File: src/pqa_pkg.sv
// ----------------------------------------------------------------------------
// pqa_pkg
// Shared types and constants for the aging priority queue: field widths,
// status and action codes, and the control word sent to the cell row.
// ----------------------------------------------------------------------------
package pqa_pkg;

  // Default sizes of the queue.
  localparam int unsigned DEPTH_DEF    = 16;
  localparam int unsigned ID_MAX_DEF   = 1023;
  localparam int unsigned PRIO_MAX_DEF = 255;

  // Fixed field widths.
  localparam int unsigned ID_W     = 10;
  localparam int unsigned PRIO_W   = 8;
  localparam int unsigned STATUS_W = 2;

  // Priorities at this value stop aging.
  localparam logic [PRIO_W-1:0] PRIO_FLOOR = PRIO_W'(1);

  // Kind of an input item.
  typedef enum logic {
    ACT_INSERT   = 1'b0,
    ACT_RETRIEVE = 1'b1
  } action_e;

  // Result status.
  typedef enum logic [STATUS_W-1:0] {
    ST_OK      = 2'd0,
    ST_FULL    = 2'd1,
    ST_EMPTY   = 2'd2,
    ST_INVALID = 2'd3
  } status_e;

  // Operation applied to every cell at once.
  typedef enum logic [1:0] {
    OP_HOLD     = 2'd0,
    OP_INSERT   = 2'd1,
    OP_RETRIEVE = 2'd2
  } cell_op_e;

  // Control word broadcast along the cell row.
  typedef struct packed {
    cell_op_e          op;
    logic [ID_W-1:0]   new_id;
    logic [PRIO_W-1:0] new_prio;
  } pqa_ctrl_t;

endpackage

File: src/pqa_cell.sv
// ----------------------------------------------------------------------------
// pqa_cell
// One slot of the sorted queue. On an insert it keeps its entry, takes the
// new entry, or takes its left neighbor's entry; on a retrieve it takes its
// right neighbor's entry with the priority aged by one down to the floor.
// ----------------------------------------------------------------------------
module pqa_cell #(
  parameter int unsigned CELL_IDX = 0,
  parameter int unsigned CNT_W    = 5
) (
  input  logic                      clk_i,
  input  pqa_pkg::pqa_ctrl_t        ctrl_i,
  input  logic [CNT_W-1:0]          count_i,
  input  logic                      left_gt_i,
  input  logic [pqa_pkg::ID_W-1:0]   left_id_i,
  input  logic [pqa_pkg::PRIO_W-1:0] left_prio_i,
  input  logic [pqa_pkg::ID_W-1:0]   right_id_i,
  input  logic [pqa_pkg::PRIO_W-1:0] right_prio_i,
  output logic [pqa_pkg::ID_W-1:0]   id_o,
  output logic [pqa_pkg::PRIO_W-1:0] prio_o,
  output logic                      gt_o
);

  logic [pqa_pkg::ID_W-1:0]   id_q, id_d;
  logic [pqa_pkg::PRIO_W-1:0] prio_q, prio_d;
  logic                       occupied;
  logic                       at_tail;

  // Slot occupancy follows from the entry count.
  assign occupied = CNT_W'(CELL_IDX) < count_i;
  assign at_tail  = CNT_W'(CELL_IDX) == count_i;

  // The new entry goes behind every entry with an equal or smaller priority.
  assign gt_o = occupied && (prio_q > ctrl_i.new_prio);

  // Next slot contents.
  always_comb begin
    id_d   = id_q;
    prio_d = prio_q;
    unique case (ctrl_i.op)
      pqa_pkg::OP_INSERT: begin
        if (left_gt_i) begin
          id_d   = left_id_i;
          prio_d = left_prio_i;
        end else if (gt_o || at_tail) begin
          id_d   = ctrl_i.new_id;
          prio_d = ctrl_i.new_prio;
        end
      end
      pqa_pkg::OP_RETRIEVE: begin
        id_d   = right_id_i;
        prio_d = (right_prio_i > pqa_pkg::PRIO_FLOOR) ?
                 right_prio_i - pqa_pkg::PRIO_FLOOR : right_prio_i;
      end
      default: begin
        id_d   = id_q;
        prio_d = prio_q;
      end
    endcase
  end

  // Slot storage.
  always_ff @(posedge clk_i) begin
    id_q   <= id_d;
    prio_q <= prio_d;
  end

  assign id_o   = id_q;
  assign prio_o = prio_q;

endmodule

File: src/priority_queue_with_aging.sv
// ----------------------------------------------------------------------------
// priority_queue_with_aging
// Bounded priority queue kept sorted in a row of cells, smallest priority
// first, with aging of the remaining entries on every retrieve.
// ----------------------------------------------------------------------------
// The queue takes one item per clock cycle and gives its result from an
// output register in the cycle after it takes the item; the only stall is
// that register still holding an untaken result. The row of DEPTH cells
// compares, shifts and ages all entries at once, each cell exchanging its
// entry with its neighbors. Entries with equal priority leave in arrival
// order. A bad id or priority, an insert into a full queue and a retrieve
// from an empty queue return a status and leave the queue unchanged. Slot
// contents need no clearing after reset.
module priority_queue_with_aging #(
  parameter int unsigned DEPTH    = pqa_pkg::DEPTH_DEF,
  parameter int unsigned ID_MAX   = pqa_pkg::ID_MAX_DEF,
  parameter int unsigned PRIO_MAX = pqa_pkg::PRIO_MAX_DEF,
  localparam int unsigned CNT_W     = $clog2(DEPTH + 1),
  localparam int unsigned IN_BITS   = pqa_pkg::ID_W + pqa_pkg::PRIO_W,
  localparam int unsigned IN_W      = ((IN_BITS + 7) / 8) * 8,
  localparam int unsigned OUT_BITS  = pqa_pkg::ID_W + CNT_W,
  localparam int unsigned OUT_W     = ((OUT_BITS + 7) / 8) * 8
) (
  input  logic                         clk_i,
  input  logic                         rst_ni,
  input  logic                         s_axis_tvalid,
  output logic                         s_axis_tready,
  // entry_id [9:0], entry_priority [17:10], zero fill above
  input  logic [IN_W-1:0]              s_axis_tdata,
  // action
  input  logic                         s_axis_tuser,
  output logic                         m_axis_tvalid,
  input  logic                         m_axis_tready,
  // out_id [9:0], occupancy above it, zero fill above
  output logic [OUT_W-1:0]             m_axis_tdata,
  // status
  output logic [pqa_pkg::STATUS_W-1:0] m_axis_tuser
);

  logic                       accept;
  logic [pqa_pkg::ID_W-1:0]   in_id;
  logic [pqa_pkg::PRIO_W-1:0] in_prio;
  logic                       is_retrieve;
  logic [CNT_W-1:0]           count_q, count_d;
  pqa_pkg::status_e           status;
  pqa_pkg::pqa_ctrl_t         ctrl;
  logic [pqa_pkg::ID_W-1:0]   front_id;

  logic [pqa_pkg::ID_W-1:0]   cell_id   [DEPTH];
  logic [pqa_pkg::PRIO_W-1:0] cell_prio [DEPTH];
  logic                       cell_gt   [DEPTH];

  logic                       out_valid_q;
  logic [pqa_pkg::ID_W-1:0]   out_id_q;
  pqa_pkg::status_e           out_status_q;
  logic [CNT_W-1:0]           out_occ_q;

  // Input unpacking and handshake.
  assign in_id         = s_axis_tdata[pqa_pkg::ID_W-1:0];
  assign in_prio       = s_axis_tdata[IN_BITS-1:pqa_pkg::ID_W];
  assign is_retrieve   = s_axis_tuser == pqa_pkg::ACT_RETRIEVE;
  assign s_axis_tready = !out_valid_q || m_axis_tready;
  assign accept        = s_axis_tvalid && s_axis_tready;

  // Status of the offered item; checks on an insert go validity first.
  always_comb begin
    if (is_retrieve) begin
      status = (count_q == '0) ? pqa_pkg::ST_EMPTY : pqa_pkg::ST_OK;
    end else if ((32'(in_id) > 32'(ID_MAX)) || (in_prio == '0) ||
                 (32'(in_prio) > 32'(PRIO_MAX))) begin
      status = pqa_pkg::ST_INVALID;
    end else if (count_q == CNT_W'(DEPTH)) begin
      status = pqa_pkg::ST_FULL;
    end else begin
      status = pqa_pkg::ST_OK;
    end
  end

  // Control word for the cell row and the next entry count.
  always_comb begin
    ctrl.op       = pqa_pkg::OP_HOLD;
    ctrl.new_id   = in_id;
    ctrl.new_prio = in_prio;
    count_d       = count_q;
    if (accept && (status == pqa_pkg::ST_OK)) begin
      if (is_retrieve) begin
        ctrl.op = pqa_pkg::OP_RETRIEVE;
        count_d = count_q - CNT_W'(1);
      end else begin
        ctrl.op = pqa_pkg::OP_INSERT;
        count_d = count_q + CNT_W'(1);
      end
    end
  end

  // Row of cells, front entry in cell zero.
  for (genvar i = 0; i < DEPTH; i++) begin : g_cell
    logic                       left_gt;
    logic [pqa_pkg::ID_W-1:0]   left_id, right_id;
    logic [pqa_pkg::PRIO_W-1:0] left_prio, right_prio;

    if (i == 0) begin : g_first
      assign left_gt   = 1'b0;
      assign left_id   = '0;
      assign left_prio = '0;
    end else begin : g_mid
      assign left_gt   = cell_gt[i-1];
      assign left_id   = cell_id[i-1];
      assign left_prio = cell_prio[i-1];
    end

    if (i == DEPTH - 1) begin : g_last
      assign right_id   = cell_id[i];
      assign right_prio = cell_prio[i];
    end else begin : g_inner
      assign right_id   = cell_id[i+1];
      assign right_prio = cell_prio[i+1];
    end

    pqa_cell #(
      .CELL_IDX (i),
      .CNT_W    (CNT_W)
    ) u_cell (
      .clk_i        (clk_i),
      .ctrl_i       (ctrl),
      .count_i      (count_q),
      .left_gt_i    (left_gt),
      .left_id_i    (left_id),
      .left_prio_i  (left_prio),
      .right_id_i   (right_id),
      .right_prio_i (right_prio),
      .id_o         (cell_id[i]),
      .prio_o       (cell_prio[i]),
      .gt_o         (cell_gt[i])
    );
  end

  assign front_id = cell_id[0];

  // Entry count.
  always_ff @(posedge clk_i or negedge rst_ni) begin
    if (!rst_ni) begin
      count_q <= '0;
    end else begin
      count_q <= count_d;
    end
  end

  // Result register.
  always_ff @(posedge clk_i or negedge rst_ni) begin
    if (!rst_ni) begin
      out_valid_q <= 1'b0;
    end else if (accept) begin
      out_valid_q <= 1'b1;
    end else if (m_axis_tready) begin
      out_valid_q <= 1'b0;
    end
  end

  always_ff @(posedge clk_i) begin
    if (accept) begin
      out_id_q     <= (is_retrieve && (status == pqa_pkg::ST_OK)) ? front_id : '0;
      out_status_q <= status;
      out_occ_q    <= count_d;
    end
  end

  assign m_axis_tvalid = out_valid_q;
  assign m_axis_tuser  = out_status_q;
  assign m_axis_tdata  = OUT_W'({out_occ_q, out_id_q});

  // The entry count never passes the number of cells.
  a_count_bound : assert property (
    @(posedge clk_i) disable iff (!rst_ni)
    count_q <= CNT_W'(DEPTH)
  ) else $error("entry count above queue depth");

  // A retrieve from an empty queue reports empty with a zero id.
  a_empty_retrieve : assert property (
    @(posedge clk_i) disable iff (!rst_ni)
    (accept && is_retrieve && (count_q == '0)) |=>
      (m_axis_tuser == pqa_pkg::ST_EMPTY) && (out_id_q == '0)
  ) else $error("empty retrieve not reported");

  // A good retrieve removes exactly one entry.
  a_retrieve_count : assert property (
    @(posedge clk_i) disable iff (!rst_ni)
    (accept && is_retrieve && (count_q != '0)) |=>
      (count_q == $past(count_q) - CNT_W'(1))
  ) else $error("retrieve did not remove one entry");

  // The reported occupancy follows the entry count.
  a_occ_match : assert property (
    @(posedge clk_i) disable iff (!rst_ni)
    accept |=> (out_occ_q == count_q)
  ) else $error("occupancy differs from entry count");

endmodule

File: config.mk
export PLATFORM = sky130hd
export DESIGN_NAME = priority_queue_with_aging
export DESIGN_NICKNAME = d
export VERILOG_FILES = /design/src/pqa_pkg.sv /design/src/pqa_cell.sv /design/src/priority_queue_with_aging.sv
export SDC_FILE = /design/constraint.sdc
export NUM_CORES = 1
export LEC_CHECK = 0
export BUFFER_PORTS_ARGS = -buffer_cell sky130_fd_sc_hd__buf_2
export CAP_MARGIN = 20
export CORE_ASPECT_RATIO = 0.9
export CORE_MARGIN = 4
export CORE_UTILIZATION = 56
export DETAILED_ROUTE_END_ITERATION = 6
export PLACE_DENSITY_LB_ADDON = 0.3
export SLEW_MARGIN = 40
export SYNTH_ARGS = -nofsm -noshare
export SYNTH_HDL_FRONTEND = slang
export SYNTH_HIERARCHICAL = 1
export SYNTH_SLANG_ARGS = --single-unit
File: constraint.sdc
create_clock -name clk_i -period 5.2 [get_ports clk_i]
set_input_delay 0.26 -clock clk_i [delete_from_list [all_inputs] [get_ports clk_i]]
set_output_delay 0.26 -clock clk_i [all_outputs]
set_load 0.03 [all_outputs]
==> impl_metrics.csv <==
group,metric,value,unit
sta,tightest_slew,817.1,ps
die,core_region_area,39710,µm²
critical_path,r2r_start,"count_q[0]",
power,switching_share,37.61,%
power,power_leakage,9.296,nW
final_layout,fillerInstances,3249,
critical_path,end_kind,"flip-flop",
clock_network,clk_latency,550,ps
critical_path,timing.rr.end,"g_cell[9].u_cell/id_o[0]",
critical_path,cp_slowest_cell,"a21o_1",
final_layout,finalNonFillerCells,2878,
global_routing,antenna_found_initial,0,
run_status,outcome,"complete, no violations",
critical_path,cp_top_family,"simple AND/OR/NAND/NOR gates",
min_path,holdPathEnd,"m_axis_tvalid",
sta,fmax,271.0,MHz
sta,slew_headroom,45.53,%
die,fp.dieW,220.0,µm
synth,seq_area_frac_synth,41.10,%
final_layout,area.sequential,9309,µm²
final_layout,drive_gt1_share,11.94,%
final_layout,postLayoutCellArea,24830,µm²
sta,skew,19.91,ps
critical_path,critPathKind,"reg2reg",
route,first_iter_violations,1842,
die,start_util,57.03,%
sta,rsz0062_at_grt,"false",
critical_path,cp.buffers_inverters,1,
placement,placement.cell_area,23610,µm²
synth,async_reset_ff_share,1.929,%
route,final_antenna_net_count,0,
critical_path,cp_max_fo,20,
job,maxCapViolCount,0,
min_path,hold_path.class,"in2reg",
sta,setup_violations,0,
clock_network,cts_made_buffers,36,
power,power.density,421.9,nW/µm²
power,switchingPower,3.940,mW
sta,fin_crit,3689,ps
critical_path,cpPeakStageDelay,690,ps
min_path,hold_depth,3,
power,p_clk_share,24.6,%
global_routing,grt_pass1_vias,17580,
final_layout,final_cell_mix,"edfxtp_1, mux2i_1, nand2_1",
final_layout,final_common_cell,"edfxtp_1",
final_layout,nNetsFinal,2512,
route,dr.pass1.iters,5,
power,p_total,10.48,mW
global_routing,grt_use_total,28.01,%
synth,syn_inst,2274,
min_path,min_from,"m_axis_tready",
route,via_per_inst,6.278,
placement,dpl.hpwl,42920,µm
route,wl_per_cell,21.50,µm
sta,tns,0,ps
clock_network,clkSinkCount,311,
power,ir_drop,0.7658,mV
synth,yosysWarnings,6,
sta,min_period_over_period,70.95,%
critical_path,required,5360,ps
synth,ys_types,76,
route,dr_total_vias,18070,
critical_path,startpoint_type,"flip-flop",
die,dieArea,43730,µm²
global_routing,grt_remaining_overflow,0,
sta,hold_violations,0,
clock_network,cts_tree,"done",
global_routing,grt_max_degree,39,
route,drc,0,
clock_network,cts_resized,0,
global_routing,grt_pass1_wl,96860,µm
synth,synth-main-ff-cell,"edfxtp_1",
die,rows,69,
synth,synth_area_per_cell,9.959,µm²
final_layout,antenna_cells,0,
sta,maxSlewViolCount,0,
die,pin_count,49,
final_layout,multiInputGateArea,12360,µm²
critical_path,reg2reg_depth,7,
clock_network,htree_levels,2,
clock_network,clockBufferDepth,3,
synth,ys_seq_elements,311,
power,p_int,6.537,mW
die,dieHeight,198.8,µm
synth,syn-cell-area,22650,µm²
placement,port_buffers,41,
power,seqPwrFrac,38.6,%
final_layout,area_delta_synth_final,9.641,%
synth,synth_edf_count,305,
critical_path,crit_arrival,3850,ps
route,wirelength,61890,µm
clock_network,cts_root_buf,"clkbuf_16",
clock_network,clk_pin_slew,60,ps
placement,dp_cells,2811,
placement,place_congestion,0.9145,
critical_path,reg2reg_slack,1510,ps
critical_path,crit_chain,"or4_1 > nor2_2 > nor2b_1 > and2_1 > buf_4 > nor2b_2 > a21o_1",
power,power.share.combinational,36.8,%
[power by group through the flow]
stage | Clock, mW | Combinational (mW) | Sequential [mW]
finish | 2.57 | 3.86 | 4.05
detailed placement | 0 | 3.76 | 4.08
global route | 2.71 | 4.20 | 4.10
CTS | 2.61 | 3.79 | 4.04
floorplan | 0 | 2.69 | 4.00
global placement | 0 | 3.59 | 4.06
[metal layers]
metal	up-vias	global-route usage, %	wire (µm)
met5	-	0	0
met4	0	8.395	1733
met3	141	4.582	6157
met2	899	43.03	27150
met1	8608	41.04	26850
li1	8421	-	-
[sequential cells by signal, indices dropped and copies added, names as in the netlist]
| name | cells |
|---|---|
| g_cell.u_cell/prio_o | 128 |
| count_q | 5 |
| g_cell.u_cell/id_o | 160 |
| out_id_q | 10 |
| out_occ_q | 5 |
| m_axis_tvalid | 1 |
| m_axis_tuser | 2 |
[per-stage QoR]
step | util [%] | hold slack [ps] | setup slack [ps]
after floorplan | - | -35.59 | 1050
after global placement | 59.40 | 86.23 | 1411
after detailed placement | 59.45 | 90.35 | 1410
after CTS | 62.47 | 25.11 | 1498
after global routing | 62.52 | 61.51 | 1325
final | 62.52 | 30.00 | 1511
[kinds of logic (layout without fill, tap and decap cells)]
| family | after synthesis | count (layout) | share of synthesized area, % |
|---|---|---|---|
| and+or+nand+nor | 619 | 619 | 15.01 |
| AOI/OAI and AO/OA | 529 | 529 | 14.03 |
| DFF | 311 | 311 | 41.10 |
| buffers and inverters | 288 | 341 | 5.182 |
| muxes | 269 | 269 | 11.97 |
| adders and majority gates | 164 | 164 | 9.094 |
| xor gates and xnor gates | 93 | 93 | 3.597 |
| other | 1 | 20 | 0.01656 |
[worst max-delay path by stage]
stage	startpoint	to	slack, ps	cells past startpoint
after floorplan	m_axis_tvalid	g_cell[1].u_cell/id_o[0]	1050	7
after global placement	s_axis_tdata[11]	g_cell[7].u_cell/prio_o[1]	1410	10
after detailed placement	s_axis_tdata[10]	g_cell[15].u_cell/id_o[1]	1410	12
after CTS	count_q[1]	g_cell[15].u_cell/id_o[1]	1500	12
after global routing	count_q[1]	g_cell[9].u_cell/id_o[1]	1320	7
final	count_q[0]	g_cell[9].u_cell/id_o[0]	1510	7
[cells in the mapped netlist (all sizes together) (8+ instances only)]
master	number	area share [%]
a211oi	46	1.5
a21o	8	0.27
a21oi	112	2.5
a31oi	14	0.39
and2	11	0.30
buf	44	1.1
clkbuf	65	1.1
edfxtp	305	40
ha	163	9.0
inv	179	3.0
mux2i	264	12
nand2	249	4.2
nand2b	18	0.55
nand3	19	0.42
nand4	34	0.94
nor2	114	2.0
nor2b	46	1.3
nor3	22	0.49
nor4	35	1.8
nor4b	15	0.77
o211ai	26	0.98
o21ai	236	5.2
o21bai	12	0.40
o22ai	39	1.3
o31ai	8	0.27
or3	15	0.59
or4	20	0.91
xnor2	51	2.0
xor2	42	1.6
[worst min-delay path, cell delays in order]
cell and delay (ps):
buf_2 70, nand2b_1 130, nand2b_1 70
[final cells by class]
type | instances | share of cell area (%)
clock buffers | 43 | 3.774
clock inverters | 22 | 0.9877
inverters | 179 | 2.706
multi-input cells | 1694 | 49.77
flip-flops and latches | 311 | 37.49
well taps | 532 | 2.681
repair buffers | 97 | 2.590
[what timing repair did]
item                                   in CTS  in global routing
setup buffers                               0                  0
endpoints found under the hold margin       7                  0
hold buffers                                2                  0
No activity file was read; power rests on OpenSTA's default activity.
